File: src/design/hsv2rgb_pkg.sv
`timescale 1ns / 1ps
// ----------------------------------------------------------------------------
// hsv2rgb_pkg
// Shared types and constants for the HSV to RGB conversion pipeline.
// ----------------------------------------------------------------------------
package hsv2rgb_pkg;

  // Hue geometry in whole degrees
  localparam logic [15:0] HUE_TURN   = 16'd360;
  localparam logic [8:0]  HUE_TURN_9 = 9'd360;
  localparam logic [8:0]  DEG_60     = 9'd60;
  localparam logic [8:0]  DEG_120    = 9'd120;
  localparam logic [8:0]  DEG_180    = 9'd180;
  localparam logic [8:0]  DEG_240    = 9'd240;
  localparam logic [8:0]  DEG_300    = 9'd300;

  // Reciprocal of 360: floor(2^24 / 360); quotient estimate is exact or one low
  localparam logic [15:0] RECIP_360       = 16'd46603;
  localparam int          RECIP_360_SHIFT = 24;

  // Reciprocal of 60: ceil(2^20 / 60); exact for dividends below 23831
  localparam logic [14:0] RECIP_60        = 15'd17477;
  localparam int          RECIP_60_SHIFT  = 20;

  // Rounding terms
  localparam logic [15:0] HALF_255 = 16'd127;
  localparam logic [13:0] HALF_60  = 14'd30;

  // 60-degree sector of the folded hue
  typedef enum logic [2:0] {
    SEC_RED_YEL = 3'd0,
    SEC_YEL_GRN = 3'd1,
    SEC_GRN_CYN = 3'd2,
    SEC_CYN_BLU = 3'd3,
    SEC_BLU_MAG = 3'd4,
    SEC_MAG_RED = 3'd5
  } sector_t;

  // Word passed from the hue fold front end to the channel mix back end
  typedef struct packed {
    logic [8:0] hue;     // folded hue, 0..359
    logic [7:0] chroma;  // rounded value * saturation / 255
    logic [7:0] level;   // HSV value
  } fold_t;

endpackage

File: src/design/hsv2rgb_fold.sv
`timescale 1ns / 1ps
// ----------------------------------------------------------------------------
// hsv2rgb_fold
// Front end, three stages: hue magnitude and V*S product, mod-360 quotient
// estimate and chroma rounding, remainder with a single correction.
// ----------------------------------------------------------------------------
module hsv2rgb_fold
  import hsv2rgb_pkg::*;
(
  input  logic               clk,
  input  logic               rst_n,
  input  logic               in_valid,
  output logic               in_ready,
  input  logic signed [15:0] in_hue_degrees,
  input  logic        [7:0]  in_saturation,
  input  logic        [7:0]  in_brightness,
  output logic               out_valid,
  input  logic               out_ready,
  output fold_t              out_word
);

  logic        v1_r, v2_r, v3_r;
  logic        en1, en2, en3;

  logic [15:0] mag1_r, mag1_nxt;
  logic [15:0] vs1_r, vs1_nxt;
  logic [7:0]  lvl1_r;

  logic [15:0] mag2_r;
  logic [6:0]  q2_r, q2_nxt;
  logic [7:0]  c2_r, c2_nxt;
  logic [7:0]  lvl2_r;

  fold_t       w3_r, w3_nxt;

  logic [31:0] qprod;
  logic [15:0] crnd;
  logic [15:0] csum;
  logic [15:0] qx;
  logic [15:0] rem;

  // Advance a stage when it is empty or the next one advances
  assign en3      = !v3_r || out_ready;
  assign en2      = !v2_r || en3;
  assign en1      = !v1_r || en2;
  assign in_ready = en1;

  // Stage 1: magnitude of the signed hue, value times saturation
  always_comb begin
    if (in_hue_degrees[15]) begin
      mag1_nxt = 16'(~in_hue_degrees) + 16'd1;
    end else begin
      mag1_nxt = 16'(in_hue_degrees);
    end
    vs1_nxt = 16'(in_saturation) * 16'(in_brightness);
  end

  // Stage 2: quotient estimate by 360, chroma = (vs + 127) / 255
  always_comb begin
    qprod  = 32'(mag1_r) * 32'(RECIP_360);
    q2_nxt = qprod[RECIP_360_SHIFT +: 7];
    crnd   = vs1_r + HALF_255;
    csum   = crnd + (crnd >> 8) + 16'd1;
    c2_nxt = csum[15:8];
  end

  // Stage 3: remainder, subtract 360 once more if the estimate was low
  always_comb begin
    qx  = 16'(q2_r) * HUE_TURN;
    rem = mag2_r - qx;
    if (rem >= HUE_TURN) begin
      w3_nxt.hue = 9'(rem) - HUE_TURN_9;
    end else begin
      w3_nxt.hue = 9'(rem);
    end
    w3_nxt.chroma = c2_r;
    w3_nxt.level  = lvl2_r;
  end

  // Valid bits
  always_ff @(posedge clk) begin
    if (!rst_n) begin
      v1_r <= 1'b0;
      v2_r <= 1'b0;
      v3_r <= 1'b0;
    end else begin
      if (en1) v1_r <= in_valid;
      if (en2) v2_r <= v1_r;
      if (en3) v3_r <= v2_r;
    end
  end

  // Payload registers, loaded when their stage advances
  always_ff @(posedge clk) begin
    if (en1) begin
      mag1_r <= mag1_nxt;
      vs1_r  <= vs1_nxt;
      lvl1_r <= in_brightness;
    end
    if (en2) begin
      mag2_r <= mag1_r;
      q2_r   <= q2_nxt;
      c2_r   <= c2_nxt;
      lvl2_r <= lvl1_r;
    end
    if (en3) begin
      w3_r <= w3_nxt;
    end
  end

  assign out_valid = v3_r;
  assign out_word  = w3_r;

endmodule

File: src/design/hsv2rgb_mix.sv
`timescale 1ns / 1ps
// ----------------------------------------------------------------------------
// hsv2rgb_mix
// Back end, three stages: sector and C*t, rounded division by 60 through a
// reciprocal product, channel placement plus offset.
// ----------------------------------------------------------------------------
module hsv2rgb_mix
  import hsv2rgb_pkg::*;
(
  input  logic       clk,
  input  logic       rst_n,
  input  logic       in_valid,
  output logic       in_ready,
  input  fold_t      in_word,
  output logic       out_valid,
  input  logic       out_ready,
  output logic [7:0] out_red_level,
  output logic [7:0] out_green_level,
  output logic [7:0] out_blue_level
);

  logic        v4_r, v5_r, v6_r;
  logic        en4, en5, en6;

  sector_t     sec4_r, sec4_nxt, sec5_r;
  logic [13:0] ct4_r, ct4_nxt;
  logic [7:0]  c4_r, c5_r;
  logic [7:0]  m4_r, m4_nxt, m5_r;

  logic [27:0] p5_r, p5_nxt;

  logic [7:0]  red6_r, red6_nxt;
  logic [7:0]  grn6_r, grn6_nxt;
  logic [7:0]  blu6_r, blu6_nxt;

  logic [6:0]  r120;
  logic [5:0]  span;
  logic [5:0]  tw;
  logic [13:0] xr;
  logic [7:0]  xv;
  logic [7:0]  cm;

  // Advance a stage when it is empty or the next one advances
  assign en6      = !v6_r || out_ready;
  assign en5      = !v5_r || en6;
  assign en4      = !v4_r || en5;
  assign in_ready = en4;

  // Stage 4: sector, triangle weight t, C*t and offset
  always_comb begin
    priority if (in_word.hue >= DEG_300) sec4_nxt = SEC_MAG_RED;
    else if (in_word.hue >= DEG_240)     sec4_nxt = SEC_BLU_MAG;
    else if (in_word.hue >= DEG_180)     sec4_nxt = SEC_CYN_BLU;
    else if (in_word.hue >= DEG_120)     sec4_nxt = SEC_GRN_CYN;
    else if (in_word.hue >= DEG_60)      sec4_nxt = SEC_YEL_GRN;
    else                                 sec4_nxt = SEC_RED_YEL;

    priority if (in_word.hue >= DEG_240) r120 = 7'(in_word.hue - DEG_240);
    else if (in_word.hue >= DEG_120)     r120 = 7'(in_word.hue - DEG_120);
    else                                 r120 = 7'(in_word.hue);

    if (r120 >= 7'(DEG_60)) begin
      span = 6'(r120 - 7'(DEG_60));
    end else begin
      span = 6'(7'(DEG_60) - r120);
    end
    tw      = 6'(DEG_60) - span;
    ct4_nxt = 14'(in_word.chroma) * 14'(tw);
    m4_nxt  = in_word.level - in_word.chroma;
  end

  // Stage 5: (C*t + 30) times the reciprocal of 60
  always_comb begin
    xr     = ct4_r + HALF_60;
    p5_nxt = 28'(xr) * 28'(RECIP_60);
  end

  // Stage 6: place chroma and X by sector, add the offset
  always_comb begin
    xv  = p5_r[RECIP_60_SHIFT +: 8];
    cm  = c5_r + m5_r;
    unique case (sec5_r)
      SEC_RED_YEL: begin red6_nxt = cm;        grn6_nxt = xv + m5_r; blu6_nxt = m5_r;      end
      SEC_YEL_GRN: begin red6_nxt = xv + m5_r; grn6_nxt = cm;        blu6_nxt = m5_r;      end
      SEC_GRN_CYN: begin red6_nxt = m5_r;      grn6_nxt = cm;        blu6_nxt = xv + m5_r; end
      SEC_CYN_BLU: begin red6_nxt = m5_r;      grn6_nxt = xv + m5_r; blu6_nxt = cm;        end
      SEC_BLU_MAG: begin red6_nxt = xv + m5_r; grn6_nxt = m5_r;      blu6_nxt = cm;        end
      default:     begin red6_nxt = cm;        grn6_nxt = m5_r;      blu6_nxt = xv + m5_r; end
    endcase
  end

  // Valid bits
  always_ff @(posedge clk) begin
    if (!rst_n) begin
      v4_r <= 1'b0;
      v5_r <= 1'b0;
      v6_r <= 1'b0;
    end else begin
      if (en4) v4_r <= in_valid;
      if (en5) v5_r <= v4_r;
      if (en6) v6_r <= v5_r;
    end
  end

  // Payload registers, loaded when their stage advances
  always_ff @(posedge clk) begin
    if (en4) begin
      sec4_r <= sec4_nxt;
      ct4_r  <= ct4_nxt;
      c4_r   <= in_word.chroma;
      m4_r   <= m4_nxt;
    end
    if (en5) begin
      sec5_r <= sec4_r;
      p5_r   <= p5_nxt;
      c5_r   <= c4_r;
      m5_r   <= m4_r;
    end
    if (en6) begin
      red6_r <= red6_nxt;
      grn6_r <= grn6_nxt;
      blu6_r <= blu6_nxt;
    end
  end

  assign out_valid       = v6_r;
  assign out_red_level   = red6_r;
  assign out_green_level = grn6_r;
  assign out_blue_level  = blu6_r;

endmodule

File: src/design/hsv_to_rgb_convert.sv
`timescale 1ns / 1ps
// ----------------------------------------------------------------------------
// hsv_to_rgb_convert
// HSV to RGB color conversion, six-stage pipeline.
// ----------------------------------------------------------------------------
// Usage:
//   Input channel (in_valid / in_ready) carries one pixel word: a signed hue
//   in whole degrees, 8-bit saturation and 8-bit value. The hue folds as
//   |hue rem 360|, so -30 acts as 30. Output channel (out_valid / out_ready)
//   carries 8-bit red, green and blue.
//   Path: an accepted word moves through stage registers 1 to 6 in order,
//   and out_valid rises when it reaches stage 6.
//   Throughput: one word per cycle while out_ready is high; each of the six
//   stages holds one word and hands it on as the next one advances (the
//   two reciprocal products, mod-360 and divide-by-60, set the stage cut).
//   Stall: when out_ready is low the last stage holds its word; empty
//   stages upstream keep filling, so up to six words sit in flight before
//   in_ready drops. No word is lost or repeated.
//   Reset: rst_n low at a clock edge empties the pipe; in_ready is high and
//   out_valid low right after.
// ----------------------------------------------------------------------------
module hsv_to_rgb_convert
  import hsv2rgb_pkg::*;
(
  input  logic               clk,
  input  logic               rst_n,
  input  logic               in_valid,
  output logic               in_ready,
  input  logic signed [15:0] in_hue_degrees,
  input  logic        [7:0]  in_saturation,
  input  logic        [7:0]  in_brightness,
  output logic               out_valid,
  input  logic               out_ready,
  output logic        [7:0]  out_red_level,
  output logic        [7:0]  out_green_level,
  output logic        [7:0]  out_blue_level
);

  logic  mid_valid;
  logic  mid_ready;
  fold_t mid_word;
  logic [2:0] occ_r, occ_nxt;

  // Hue fold and chroma
  hsv2rgb_fold u_fold (
    .clk            (clk),
    .rst_n          (rst_n),
    .in_valid       (in_valid),
    .in_ready       (in_ready),
    .in_hue_degrees (in_hue_degrees),
    .in_saturation  (in_saturation),
    .in_brightness  (in_brightness),
    .out_valid      (mid_valid),
    .out_ready      (mid_ready),
    .out_word       (mid_word)
  );

  // Sector placement and channel mix
  hsv2rgb_mix u_mix (
    .clk             (clk),
    .rst_n           (rst_n),
    .in_valid        (mid_valid),
    .in_ready        (mid_ready),
    .in_word         (mid_word),
    .out_valid       (out_valid),
    .out_ready       (out_ready),
    .out_red_level   (out_red_level),
    .out_green_level (out_green_level),
    .out_blue_level  (out_blue_level)
  );

  // Track words in flight for the checks below
  always_comb begin
    occ_nxt = occ_r;
    if (in_valid && in_ready && !(out_valid && out_ready)) begin
      occ_nxt = occ_r + 3'd1;
    end else if (!(in_valid && in_ready) && out_valid && out_ready) begin
      occ_nxt = occ_r - 3'd1;
    end
  end

  always_ff @(posedge clk) begin
    if (!rst_n) begin
      occ_r <= 3'd0;
    end else begin
      occ_r <= occ_nxt;
    end
  end

  // Input backpressure only when the whole pipe is full behind a stall
  a_ready_only_when_full: assert property (@(posedge clk) disable iff (!rst_n)
    !in_ready |-> (out_valid && !out_ready && occ_r == 3'd6))
    else $error("in_ready low without a full, stalled pipe");

  // Never more than six words in flight
  a_occ_bound: assert property (@(posedge clk) disable iff (!rst_n)
    occ_r <= 3'd6)
    else $error("pipe holds more than six words");

  // An empty pipe shows no result
  a_empty_no_out: assert property (@(posedge clk) disable iff (!rst_n)
    (occ_r == 3'd0) |-> !out_valid)
    else $error("result word shown with empty pipe");

  // A full pipe always has a word at the output
  a_full_has_out: assert property (@(posedge clk) disable iff (!rst_n)
    (occ_r == 3'd6) |-> out_valid)
    else $error("full pipe without a result word");

endmodule

File: config.mk
export PLATFORM = sky130hd
export DESIGN_NAME = hsv_to_rgb_convert
export DESIGN_NICKNAME = d
export VERILOG_FILES = /design/src/design/hsv2rgb_pkg.sv /design/src/design/hsv2rgb_fold.sv /design/src/design/hsv2rgb_mix.sv /design/src/design/hsv_to_rgb_convert.sv
export SDC_FILE = /design/constraint.sdc
export NUM_CORES = 1
export LEC_CHECK = 0
export BUFFER_PORTS_ARGS = -buffer_cell sky130_fd_sc_hd__buf_4
export CAP_MARGIN = 20
export CORE_UTILIZATION = 29
export CTS_CLUSTER_DIAMETER = 80
export CTS_CLUSTER_SIZE = 40
export DETAILED_ROUTE_END_ITERATION = 10
export GPL_TIMING_DRIVEN = 0
export PLACE_DENSITY = 0.47
export SETUP_SLACK_MARGIN = 0.3
export SLEW_MARGIN = 20
export SYNTH_ARGS = -nofsm -noshare
export SYNTH_HDL_FRONTEND = slang
export SYNTH_SLANG_ARGS = --single-unit
File: constraint.sdc
create_clock -name clk -period 9.44 [get_ports clk]
set_input_delay 0 -clock clk [delete_from_list [all_inputs] [get_ports clk]]
set_output_delay 0 -clock clk [all_outputs]
set_load 0.05 [all_outputs]
==> flow_summary.ini <==
[global_routing]
grt_overflow = 0
grt_max_degree = 43
antenna_found_initial = 0
grt_pass1_wl_um = 67800
grt_usage_pct = 12.5
grt_pass1_vias = 13600

[floorplan]
num_io_pins = 62
core.rowCount = 94
die_w_um = 261
start_util_pct = 29.4
core_area_sq_um = 66000
die_area_sq_um = 67900
die_y_um = 261

[critical_path]
cp_slowest_stage_delay_ns = 0.54
crit_arrival_ns = 8.04
crit_type = reg2reg
crit_slowest_cell = fa_1
end_kind = flop
start_kind = flop
critPathMaxFanout = 10
worst_ep_required_time_ns = 9.77

[cells_and_area]
finalNetCount = 2463
fin_area_sq_um = 22000
mostFrequentLayoutCell = inv_1
final_cell_mix = inv_1 (327), ha_1 (324), edfxtp_1 (188)
seq_area_sq_um = 5770
fillers = 6676
drive_above_1_share_pct = 5.93
area_growth_syn_to_layout_pct = 13.2
multi_input_area_sq_um = 12300
diodes = 0

[synth]
ys_seq_area_share_pct = 29.7
mappedNetlistArea_sq_um = 19400
syn_nets = 2344
synth.area.top_cells = edfxtp_1 (29%), ha_1 (21%), fa_1 (17%), inv_1 (6.3%), xnor2_1 (4.2%)
yosysTopAreaCellShare_pct = 29.1
synth_cells = 1823
syn_area_per_cell_sq_um = 10.6
yosysTopAreaCell = edfxtp_1
yosys_register_bits = 194
synth_cell_types = 78
ys.flop_type = edfxtp_1
synth_edf_count = 188
yosysWarnings = 0
synthArstFlopShare_pct = 0

[route]
firstDrtPassIters = 8
drcViolationCount = 2
ant_nets = 0
vias_per_cell = 4.61
wl_met3_um = 1380
wire_per_inst_um = 14.4
drtIter0Drc = 551
topRoutingLayerUsed = met4
met2_wirelength_um = 19700
num_vias = 13000
wl_met1_um = 19000
totalWireLength_um = 40700

[sta]
hold_viol_final = 0
period_share_pct = 81.7
fmax_mhz = 130
fin_setup_tns_ns = 0
fin_skew_ns = 0.0216
maxSlewHeadroom_pct = 28.1
max_slew.worst_pin.slew_ns = 1.07
min_period_ns = 7.71
rsz0062_at_grt = no
maxSlewViolCount = 0
finalSetupViolCount = 0

[clocking]
clk_path_buf_depth = 2
clock_latency_ns = 0.48
cts_sinks = 194
cts_tree = yes
htreeDepth = 4
clk_pin_slew_ns = 0.07
cts_buffers = 17
ctsRootBufferMaster = clkbuf_16
cts_resized = 0

[place]
portBuffers = 61
place_area_sq_um = 21000
post-dp-hpwl_um = 33500
gp_congestion = 0.882

[run_status]
run_status = complete, but fails checks
violations = design-rule violations

[flow_run]
drv_cap = 0

[hold_path]
worst_hold_path_type = in2reg
-- sequential cells by signal, indices dropped and copies added, names as in the netlist, 14 cells and up --
register,count
u_fold.vs1_r,16
u_fold.mag2_r,16
u_fold.mag1_r,16
u_fold.out_word,25
u_mix.ct4_r,14
-- synthesized netlist by cell type, types with 6 or more instances --
master	number
and3_1	13
o21ai_0	55
a21o_1	23
clkbuf_1	16
nand4_1	7
o311a_1	7
xnor2_1	92
nor3_1	18
a21oi_1	91
o31ai_1	7
fa_1	161
a22oi_1	7
and2_1	57
nand3_1	16
edfxtp_1	188
nand2b_1	15
o21bai_1	14
o22ai_1	17
a31oi_1	7
nor2b_1	13
a221oi_1	9
or3_1	6
nand2_1	99
inv_1	328
ha_1	324
xor2_1	41
mux2i_1	6
o21a_1	12
nor2_1	81
dfxtp_1	6
-- worst paths after layout --
check	depth (start not counted)	endpoint	startpoint	slack, ns
worst max-delay path	29	u_mix.ct4_r[13]	u_fold.out_word[20]	1.73
worst min-delay path	5	u_fold.vs1_r[2]	in_saturation[2]	0.29
worst max register to register	29	u_mix.ct4_r[13]	u_fold.out_word[20]	1.73
worst min register to register	0	u_mix.c5_r[3]	u_mix.c4_r[3]	0.42
-- worst max-delay path: cells and delay by family, from the launching register on --
| kind | cells | cell delay (ns) |
|---|---|---|
| xor+xnor | 1 | 0.38 |
| flops | 1 | 0.50 |
| buf+inv | 4 | 0.49 |
| fa+ha+maj | 6 | 2.34 |
| compound gates | 12 | 2.75 |
| simple gates | 6 | 1.08 |
-- final cells by class --
| type | count | area share [%] |
|---|---|---|
| clock buffer | 17 | 1.94 |
| clock inverter | 15 | 0.792 |
| multi-input combinational | 1278 | 56.1 |
| buffer | 22 | 0.490 |
| inverter | 329 | 5.62 |
| sequential | 194 | 26.3 |
| timing repair buffer | 100 | 3.91 |
| tap | 864 | 4.92 |
-- per-layer routing --
layer	track usage, %	up-vias
li1	-	6487
met1	16.2	6279
met2	21.3	183
met3	2.25	34
met4	3.82	0
met5	0	-
-- cell families (layout without fill, tap and decap cells) --
group | count (synthesis) | count (layout) | share of synthesized area (%)
AO/OA/AOI/OAI | 309 | 309 | 10.6
XOR/XNOR | 134 | 134 | 6.13
adder cells (fa/ha/maj) | 485 | 485 | 37.5
buffers and inverters | 351 | 483 | 6.92
flip-flops | 194 | 194 | 29.7
multiplexers | 6 | 6 | 0.310
AND/OR/NAND/NOR | 344 | 344 | 8.78
-- through the flow --
step	setup slack (ns)	util [%]	instances	hold WS, ns
final	1.73	33.3	2819	0.293
after global routing	1.27	33.3	2819	0.278
after CTS	1.73	33.3	2819	0.239
after detailed placement	1.78	31.8	2749	0.253
after global placement	1.81	31.7	2748	0.247
after floorplan	2.47	-	1823	0.0989
-- repair_timing --
action | in CTS | in global routing
endpoints found under the hold margin | 32 | 0
setup buffers | 0 | 0
hold buffers | 38 | 0
Power is left out: the tool's default activity adds up to more than one toggle a clock period on the data nets, which glitch-free logic cannot reach.
